`src/hw/rtl/k44bc_pkg.sv`:
```
// Shared types, constants and a helper function of the K44 biclique edge check block.
package k44bc_pkg;

  localparam int MaxNodes = 32;
  localparam int RowW     = MaxNodes;
  localparam int IdxW     = $clog2(MaxNodes);
  localparam int CntW     = IdxW + 1;
  localparam int CfgIdxW  = 1;
  localparam int CfgDataW = 6;

  localparam logic [CfgIdxW-1:0] CfgLeftCount  = 1'b0;
  localparam logic [CfgIdxW-1:0] CfgRightCount = 1'b1;

  localparam logic CmdWriteRow = 1'b0;
  localparam logic CmdQuery    = 1'b1;

  typedef enum logic [3:0] {
    OP_NONE,
    OP_WRITE,
    OP_START,
    OP_SCAN,
    OP_INIT_I,
    OP_LOAD_A,
    OP_NEXT_I,
    OP_LOAD_B,
    OP_NEXT_J,
    OP_NEXT_K
  } op_e;

  typedef struct packed {
    op_e op;
  } dp_cmd_t;

  typedef struct packed {
    logic scan_end;
    logic few_cands;
    logic i_end;
    logic a_ok;
    logic j_end;
    logic b_ok;
    logic k_end;
    logic k_hit;
  } dp_stat_t;

  // True when the word has at least three bits set.
  function automatic logic at_least_three(input logic [RowW-1:0] x);
    logic [RowW-1:0] x1;
    logic [RowW-1:0] x2;
    x1 = x & (x - RowW'(1));
    x2 = x1 & (x1 - RowW'(1));
    return x2 != '0;
  endfunction

endpackage

```
`src/hw/rtl/k44_biclique_edge_check_top.sv`:
```
// Top level of the K44 biclique edge check block: stream ports, configuration port and wiring.
// A write request passes the done state before its acknowledge is registered; one request is worked at a time.
// A query first scans rows 0 to left_count - 1 (clamped to 32) for candidate rows, then tries third rows in
// the triple search for each row pair whose intersection keeps at least three columns.
// The triple loop of the controller tries one candidate row per cycle.
// Reset clears all adjacency rows at once and sets both counts to 32.
module k44_biclique_edge_check_top
  import k44bc_pkg::*;
(
  input  logic                clk_i,
  input  logic                rst_ni,
  input  logic                s_axis_tvalid,
  output logic                s_axis_tready,
  input  logic [47:0]         s_axis_tdata,  // row_index, row_bits, vertex_u, vertex_v, pad
  input  logic                s_axis_tuser,  // command
  output logic                m_axis_tvalid,
  input  logic                m_axis_tready,
  output logic [7:0]          m_axis_tdata,  // creates_biclique, pad
  output logic                m_axis_tuser,  // was_query
  input  logic                cfg_valid_i,
  output logic                cfg_ready_o,
  input  logic [CfgIdxW-1:0]  cfg_index_i,
  input  logic [CfgDataW-1:0] cfg_data_i
);

  dp_cmd_t  cmd;
  dp_stat_t stat;
  logic     out_hit;

  assign cfg_ready_o  = 1'b1;
  assign m_axis_tdata = {7'b0, out_hit};

  k44bc_ctrl u_ctrl (
    .clk_i        (clk_i),
    .rst_ni       (rst_ni),
    .in_valid_i   (s_axis_tvalid),
    .in_ready_o   (s_axis_tready),
    .in_command_i (s_axis_tuser),
    .out_valid_o  (m_axis_tvalid),
    .out_ready_i  (m_axis_tready),
    .out_hit_o    (out_hit),
    .out_query_o  (m_axis_tuser),
    .cmd_o        (cmd),
    .stat_i       (stat)
  );

  k44bc_dp u_dp (
    .clk_i       (clk_i),
    .rst_ni      (rst_ni),
    .cmd_i       (cmd),
    .row_index_i (s_axis_tdata[4:0]),
    .row_bits_i  (s_axis_tdata[36:5]),
    .vertex_u_i  (s_axis_tdata[41:37]),
    .vertex_v_i  (s_axis_tdata[46:42]),
    .cfg_valid_i (cfg_valid_i),
    .cfg_index_i (cfg_index_i),
    .cfg_data_i  (cfg_data_i),
    .stat_o      (stat)
  );

endmodule

```
`src/hw/rtl/k44bc_dp.sv`:
```
// Datapath: adjacency rows, candidate list, loop counters and intersection registers.
module k44bc_dp
  import k44bc_pkg::*;
(
  input  logic                clk_i,
  input  logic                rst_ni,
  input  dp_cmd_t             cmd_i,
  input  logic [IdxW-1:0]     row_index_i,
  input  logic [RowW-1:0]     row_bits_i,
  input  logic [IdxW-1:0]     vertex_u_i,
  input  logic [IdxW-1:0]     vertex_v_i,
  input  logic                cfg_valid_i,
  input  logic [CfgIdxW-1:0]  cfg_index_i,
  input  logic [CfgDataW-1:0] cfg_data_i,
  output dp_stat_t            stat_o
);

  logic [RowW-1:0]     rows_q [MaxNodes];
  logic [RowW-1:0]     cand_q [MaxNodes];
  logic [CfgDataW-1:0] left_count_q, right_count_q;
  logic [CntW-1:0]     nc_q, scan_q, i_q, j_q, k_q;
  logic [CntW-1:0]     lim_q;
  logic [IdxW-1:0]     u_q, v_q;
  logic [RowW-1:0]     base_q, a_q, b_q;

  logic [IdxW-1:0]     row_addr;
  logic [RowW-1:0]     row_rd;
  logic [IdxW-1:0]     cand_addr;
  logic [RowW-1:0]     cand_rd;
  logic [CntW-1:0]     left_clamp, right_clamp;
  logic [RowW:0]       mask_wide;
  logic [RowW-1:0]     col_mask;
  logic [RowW-1:0]     vbit_start;
  logic                is_cand;

  always_comb begin
    row_addr = (cmd_i.op == OP_START) ? vertex_u_i : scan_q[IdxW-1:0];
    row_rd   = rows_q[row_addr];
    case (cmd_i.op)
      OP_LOAD_A: cand_addr = i_q[IdxW-1:0];
      OP_LOAD_B: cand_addr = j_q[IdxW-1:0];
      default:   cand_addr = k_q[IdxW-1:0];
    endcase
    cand_rd = cand_q[cand_addr];

    left_clamp  = (CntW'(left_count_q) > CntW'(MaxNodes)) ? CntW'(MaxNodes)
                                                          : CntW'(left_count_q);
    right_clamp = (CntW'(right_count_q) > CntW'(MaxNodes)) ? CntW'(MaxNodes)
                                                           : CntW'(right_count_q);
    mask_wide   = ((RowW+1)'(1) << right_clamp) - (RowW+1)'(1);
    col_mask    = mask_wide[RowW-1:0];
    vbit_start  = RowW'(1) << vertex_v_i;
    is_cand     = row_rd[v_q] && (scan_q[IdxW-1:0] != u_q);
  end

  always_comb begin
    stat_o.scan_end  = scan_q >= lim_q;
    stat_o.few_cands = nc_q < CntW'(3);
    stat_o.i_end     = i_q >= nc_q;
    stat_o.a_ok      = at_least_three(a_q);
    stat_o.j_end     = j_q >= nc_q;
    stat_o.b_ok      = at_least_three(b_q);
    stat_o.k_end     = k_q >= nc_q;
    stat_o.k_hit     = at_least_three(b_q & cand_rd);
  end

  always_ff @(posedge clk_i or negedge rst_ni) begin
    if (!rst_ni) begin
      for (int r = 0; r < MaxNodes; r++) begin
        rows_q[r] <= '0;
      end
      left_count_q  <= CfgDataW'(MaxNodes);
      right_count_q <= CfgDataW'(MaxNodes);
      nc_q          <= '0;
      scan_q        <= '0;
      i_q           <= '0;
      j_q           <= '0;
      k_q           <= '0;
    end else begin
      if (cfg_valid_i) begin
        case (cfg_index_i)
          CfgLeftCount:  left_count_q  <= cfg_data_i;
          CfgRightCount: right_count_q <= cfg_data_i;
          default: ;
        endcase
      end
      case (cmd_i.op)
        OP_WRITE: rows_q[row_index_i] <= row_bits_i;
        OP_START: begin
          nc_q   <= '0;
          scan_q <= '0;
        end
        OP_SCAN: begin
          scan_q <= scan_q + CntW'(1);
          if (is_cand) begin
            nc_q <= nc_q + CntW'(1);
          end
        end
        OP_INIT_I: i_q <= '0;
        OP_LOAD_A: j_q <= i_q + CntW'(1);
        OP_NEXT_I: i_q <= i_q + CntW'(1);
        OP_LOAD_B: k_q <= j_q + CntW'(1);
        OP_NEXT_J: j_q <= j_q + CntW'(1);
        OP_NEXT_K: k_q <= k_q + CntW'(1);
        default: ;
      endcase
    end
  end

  always_ff @(posedge clk_i) begin
    case (cmd_i.op)
      OP_START: begin
        u_q    <= vertex_u_i;
        v_q    <= vertex_v_i;
        lim_q  <= left_clamp;
        base_q <= row_rd & col_mask & ~vbit_start;
      end
      OP_SCAN: begin
        if (is_cand) begin
          cand_q[nc_q[IdxW-1:0]] <= row_rd;
        end
      end
      OP_LOAD_A: a_q <= base_q & cand_rd;
      OP_LOAD_B: b_q <= a_q & cand_rd;
      default: ;
    endcase
  end

endmodule

```
`src/hw/rtl/k44bc_ctrl.sv`:
```
// Controller: sequences the row scan and the triple search and owns both stream handshakes.
module k44bc_ctrl
  import k44bc_pkg::*;
(
  input  logic     clk_i,
  input  logic     rst_ni,
  input  logic     in_valid_i,
  output logic     in_ready_o,
  input  logic     in_command_i,
  output logic     out_valid_o,
  input  logic     out_ready_i,
  output logic     out_hit_o,
  output logic     out_query_o,
  output dp_cmd_t  cmd_o,
  input  dp_stat_t stat_i
);

  typedef enum logic [2:0] {
    S_IDLE,
    S_SCAN,
    S_I,
    S_A,
    S_J,
    S_B,
    S_K,
    S_DONE
  } state_e;

  state_e state_q, state_d;
  logic   hit_q, hit_d;
  logic   query_q, query_d;
  logic   out_valid_q, out_hit_q, out_query_q;
  logic   out_free;

  assign in_ready_o  = (state_q == S_IDLE);
  assign out_valid_o = out_valid_q;
  assign out_hit_o   = out_hit_q;
  assign out_query_o = out_query_q;
  assign out_free    = !out_valid_q || out_ready_i;

  always_comb begin
    state_d   = state_q;
    hit_d     = hit_q;
    query_d   = query_q;
    cmd_o.op  = OP_NONE;
    case (state_q)
      S_IDLE: begin
        if (in_valid_i) begin
          if (in_command_i == CmdWriteRow) begin
            cmd_o.op = OP_WRITE;
            hit_d    = 1'b0;
            query_d  = 1'b0;
            state_d  = S_DONE;
          end else begin
            cmd_o.op = OP_START;
            hit_d    = 1'b0;
            query_d  = 1'b1;
            state_d  = S_SCAN;
          end
        end
      end
      S_SCAN: begin
        if (!stat_i.scan_end) begin
          cmd_o.op = OP_SCAN;
        end else if (stat_i.few_cands) begin
          state_d = S_DONE;
        end else begin
          cmd_o.op = OP_INIT_I;
          state_d  = S_I;
        end
      end
      S_I: begin
        if (stat_i.i_end) begin
          state_d = S_DONE;
        end else begin
          cmd_o.op = OP_LOAD_A;
          state_d  = S_A;
        end
      end
      S_A: begin
        if (stat_i.a_ok) begin
          state_d = S_J;
        end else begin
          cmd_o.op = OP_NEXT_I;
          state_d  = S_I;
        end
      end
      S_J: begin
        if (stat_i.j_end) begin
          cmd_o.op = OP_NEXT_I;
          state_d  = S_I;
        end else begin
          cmd_o.op = OP_LOAD_B;
          state_d  = S_B;
        end
      end
      S_B: begin
        if (stat_i.b_ok) begin
          state_d = S_K;
        end else begin
          cmd_o.op = OP_NEXT_J;
          state_d  = S_J;
        end
      end
      S_K: begin
        if (stat_i.k_end) begin
          cmd_o.op = OP_NEXT_J;
          state_d  = S_J;
        end else if (stat_i.k_hit) begin
          hit_d   = 1'b1;
          state_d = S_DONE;
        end else begin
          cmd_o.op = OP_NEXT_K;
        end
      end
      S_DONE: begin
        if (out_free) begin
          state_d = S_IDLE;
        end
      end
      default: state_d = S_IDLE;
    endcase
  end

  always_ff @(posedge clk_i or negedge rst_ni) begin
    if (!rst_ni) begin
      state_q     <= S_IDLE;
      hit_q       <= 1'b0;
      query_q     <= 1'b0;
      out_valid_q <= 1'b0;
      out_hit_q   <= 1'b0;
      out_query_q <= 1'b0;
    end else begin
      state_q <= state_d;
      hit_q   <= hit_d;
      query_q <= query_d;
      if (state_q == S_DONE && out_free) begin
        out_valid_q <= 1'b1;
        out_hit_q   <= hit_q;
        out_query_q <= query_q;
      end else if (out_ready_i) begin
        out_valid_q <= 1'b0;
      end
    end
  end

endmodule

```
`config.mk`:
```
export PLATFORM = sky130hd
export DESIGN_NAME = k44_biclique_edge_check_top
export DESIGN_NICKNAME = d
export VERILOG_FILES = /design/src/hw/rtl/k44bc_pkg.sv /design/src/hw/rtl/k44_biclique_edge_check_top.sv /design/src/hw/rtl/k44bc_dp.sv /design/src/hw/rtl/k44bc_ctrl.sv
export SDC_FILE = /design/constraint.sdc
export NUM_CORES = 2
export LEC_CHECK = 0
export ABC_CLOCK_PERIOD_IN_PS = 35700
export BUFFER_PORTS_ARGS = -buffer_cell sky130_fd_sc_hd__buf_2
export CAP_MARGIN = 30
export CELL_PAD_IN_SITES_DETAIL_PLACEMENT = 1
export CELL_PAD_IN_SITES_GLOBAL_PLACEMENT = 2
export CORE_MARGIN = 3
export CORE_UTILIZATION = 25
export DETAILED_ROUTE_END_ITERATION = 7
export GPL_ROUTABILITY_DRIVEN = 0
export GPL_TIMING_DRIVEN = 0
export PLACE_DENSITY = 0.52
export SETUP_SLACK_MARGIN = 0.3
export SYNTH_ARGS = -nofsm -noshare
export SYNTH_HDL_FRONTEND = slang
export SYNTH_HIERARCHICAL = 1
export SYNTH_SLANG_ARGS = --single-unit
```
`constraint.sdc`:
```
create_clock -name clk_i -period 35.7 [get_ports clk_i]
set_input_delay 5.355 -clock clk_i [delete_from_list [all_inputs] [get_ports clk_i]]
set_output_delay 5.355 -clock clk_i [all_outputs]
set_load 0.03 [all_outputs]
```
==> impl_metrics.py <==
metrics = {
    "clock_network": {
        "cts_root_buffer": "clkbuf_16",
        "path_clk_slew_ns": 0.06,
        "clk_latency_ns": 0.90,
        "cts_resized": 0,
        "cts.path.max_buffers": 4,
        "cts_tree": "done",
        "ctsHoldBuffers": 0,
        "numCtsBuffers": 264,
        "clkSinkCount": 2210,
        "post_cts_buffers": 0,
        "cts-htree-levels": 5,
    },
    "min_path": {
        "min_to": "u_dp/left_count_q[2]",
        "hold_start": "u_dp/left_count_q[2]",
        "hold_path_class": "flop to flop",
        "min_delay_path_depth": 1,
    },
    "route": {
        "vias": 66960,
        "drt-total-wl_um": 442800,
        "dr.pass1.iters": 6,
        "drt_iter0_drc": 5666,
        "drc": 0,
        "wire_per_inst_um": 34.13,
        "ant_nets": 0,
        "via_per_inst": 5.162,
    },
    "floorplanning": {
        "die_w_um": 636.1,
        "initial_core_util_pct": 25.20,
        "core_area_mm2": 0.3940,
        "io_pins": 73,
        "die_y_um": 636.1,
        "rows": 230,
        "die-area_mm2": 0.4047,
    },
    "global_routing": {
        "grt_max_degree": 168,
        "grt_pass1_wl_um": 605000,
        "overflow": 0,
        "grt_pass1_vias": 69630,
        "grt_usage_pct": 21.34,
        "antenna_found_initial": 32,
    },
    "critical_path": {
        "slowest_delay_ns": 0.95,
        "r2r_start": "u_dp/a_q[2]",
        "cp_max_fo": 39,
        "worstSetupPathType": "flop to flop",
        "regToRegSetupSlack_ns": 12.34,
        "arrival_ns": 23.93,
        "cp-end-kind": "flop",
        "rr_worst_depth": 62,
        "critPathSlowestCell": "nor3_2",
        "critPathRequiredTime_ns": 36.27,
        "crit_top_cell": "clkbuf_1",
        "setup.worst_path.start_class": "flop",
        "worstReg2RegEnd": "u_dp/cand_q[12][24]",
    },
    "job": {
        "max-cap-violations": 0,
    },
    "logic_synthesis": {
        "synth_top_area_share_pct": 34.36,
        "synthSimpleGateAreaFrac_pct": 6.488,
        "synthCells": 6850,
        "muxShareOfSynthArea_pct": 22.64,
        "synth_xor_area_share_pct": 0.1588,
        "ys_seq_area_share_pct": 61.44,
        "synth_edf_count": 1136,
        "synth_top_family_by_area": "multiplexers",
        "yosysWarnings": 6,
        "ys_top_cells_by_area": "edfxtp_1 34%, dfrtp_1 27%, mux2_2 12%, mux4_2 6.4%, mux2i_1 4.1%",
        "synth_adder_area_share_pct": 0.6806,
        "synth_top_area_cell": "edfxtp_1",
        "syn_avg_cell_area_um2": 14.49,
        "async_reset_ff_share_pct": 48.60,
        "ys.flop_type": "edfxtp_1",
        "synth-seq-cells": 2210,
        "syn-cell-area_mm2": 0.09927,
        "synth_compound_area_share_pct": 6.050,
        "synth_cell_types": 90,
    },
    "placement": {
        "dp.cells": 12450,
        "place_hpwl_um": 319800,
        "numPortBuffers": 60,
    },
    "finish": {
        "multi_input_area_mm2": 0.03620,
        "layout.area.seq_mm2": 0.06099,
        "fillCellCount": 41480,
        "nets": 7593,
        "area_delta_synth_final_pct": 20.99,
        "layout_common_cells": "1136 x edfxtp_1, 1072 x dfrtp_1, 1068 x mux2_2, 506 x nand2_1, 383 x mux2i_1",
        "drive_gt1_share_pct": 30.67,
        "final_cells": 12970,
        "final_common_cell": "edfxtp_1",
    },
    "timing": {
        "final_hold_viol_count": 0,
        "skew_ns": 0.05009,
        "tightest_slew_ns": 1.239,
        "fmax_ghz": 0.04281,
        "period_needed_ns": 23.36,
        "tns_ns": 0,
        "rsz0062_at_grt": "no",
        "min_period_over_period_pct": 65.43,
        "setup_violations": 0,
        "maxSlewViolCount": 0,
        "relSlewSlack_pct": 17.37,
    },
    "power": {
        "power_uw": 11720,
        "swShare_pct": 40.39,
        "p_int_uw": 6986,
        "seqPwrFrac_pct": 33.9,
        "p_leak_uw": 0.04865,
        "switching_power_uw": 4733,
        "p_comb_share_pct": 43.5,
        "power_density_mw_per_mm2": 97.57,
        "clockPowerShare_pct": 22.6,
        "irDropWorstVdd_mv": 0.09290,
    },
    "outcome": {
        "outcome": "finished clean",
    },
}
## Yosys cell counts, types with 25 or more instances
cell type / count
mux2_2: 1068
buf_2: 70
nand2b_1: 31
a22oi_1: 32
and3_1: 88
inv_1: 97
a221oi_1: 25
a21oi_1: 108
nor2_1: 180
and2_1: 43
ha_1: 33
o22ai_1: 37
mux4_2: 283
edfxtp_1: 1136
dfrtp_1: 1072
nand3_1: 249
nand2_1: 506
buf_1: 193
nor2b_1: 34
mux2i_1: 404
nor4_1: 29
o21ai_0: 92
nor3_1: 74
a211oi_1: 181
a31oi_1: 34
clkbuf_1: 252
a2111oi_0: 102
## registers in the layout, summed over array words and instances (netlist names)
signal and count:
u_dp/j_q 6, u_ctrl/out_query_o 1, u_dp/base_q 32, u_dp/nc_q 6, u_dp/lim_q 6, u_ctrl/out_valid_o 1, u_ctrl/query_q 1, u_dp/scan_q 6
u_ctrl/state_q 3, u_dp/i_q 6, u_dp/k_q 6, u_dp/v_q 5, u_ctrl/hit_q 1, u_dp/u_q 5, u_dp/rows_q 1024, u_dp/cand_q 1024
u_dp/b_q 32, u_dp/right_count_q 6, u_dp/left_count_q 6, u_dp/a_q 32, u_ctrl/out_hit_o 1
## through the flow
| stage | setup WS [ns] | utilization [%] | hold WS (ns) | area, um2 |
|---|---|---|---|---|
| after floorplan | 18.34 | - | 0.4727 | 99290 |
| after global placement | 2.321 | 26.94 | 0.4803 | 106100 |
| after detailed placement | 11.86 | 28.33 | 0.4871 | 111600 |
| after CTS | 12.27 | 30.41 | 0.4998 | 119800 |
| after global routing | 11.20 | 30.48 | 0.5051 | 120100 |
| final | 12.34 | 30.49 | 0.4967 | 120100 |
## cell families after synthesis
| logic type | count (synthesis) |
|---|---|
| XOR/XNOR | 18 |
| AO/OA/AOI/OAI | 829 |
| flip-flops | 2210 |
| adder cells (fa/ha/maj) | 59 |
| AND/OR/NAND/NOR | 1347 |
| other | 2 |
| multiplexers | 1757 |
| buffers and inverters | 628 |
## critical path, delay by kind of cell, from the launching register on
| kind | cells | cell delay (ns) |
|---|---|---|
| buf+inv | 17 | 7.73 |
| simple gates | 21 | 6.77 |
| mux | 10 | 4.60 |
| compound gates | 13 | 2.96 |
| flops | 1 | 0.44 |
| fa+ha+maj | 1 | 0.37 |
## area by class of cell
type | instances | area share (%)
inverter | 98 | 0.3063
antenna | 61 | 0.1271
multi-input combinational | 4018 | 30.14
tap | 5220 | 5.438
clock buffer | 368 | 6.123
buffer | 530 | 1.872
timing repair buffer | 377 | 4.500
clock inverter | 90 | 0.7167
sequential | 2210 | 50.78
## power groups by stage
stage	Clock (uW)	Sequential [uW]	Combinational (uW)
after CTS	2720	3970	5060
after detailed placement	0	4010	5050
final	2650	3970	5090
after global routing	2820	4040	5310
after global placement	0	4000	4670
after floorplan	0	3890	2590
## how the worst max path moves through the flow
stage	start	end	slack [ns]	depth (start not counted)
2_1_floorplan	s_axis_tvalid	u_dp/cand_q[14][0]	18.34	38
3_3_place_gp	s_axis_tuser	u_dp/cand_q[13][26]	2.32	39
3_5_place_dp	s_axis_tuser	u_dp/cand_q[12][26]	11.86	44
4_1_cts	u_dp/a_q[2]	u_dp/cand_q[12][24]	12.27	62
5_1_grt	u_dp/a_q[2]	u_dp/cand_q[12][24]	11.20	62
6_report	u_dp/a_q[2]	u_dp/cand_q[12][24]	12.34	62
## layer usage
layer / vias up / wire length [um] / GRT usage (%)
li1: 27620 / - / -
met1: 36870 / 193800 / 28.41
met2: 1867 / 214800 / 35.98
met3: 597 / 19220 / 2.608
met4: 6 / 14980 / 6.887
met5: - / 41 / 0
Power figures use the tool's default switching activity.
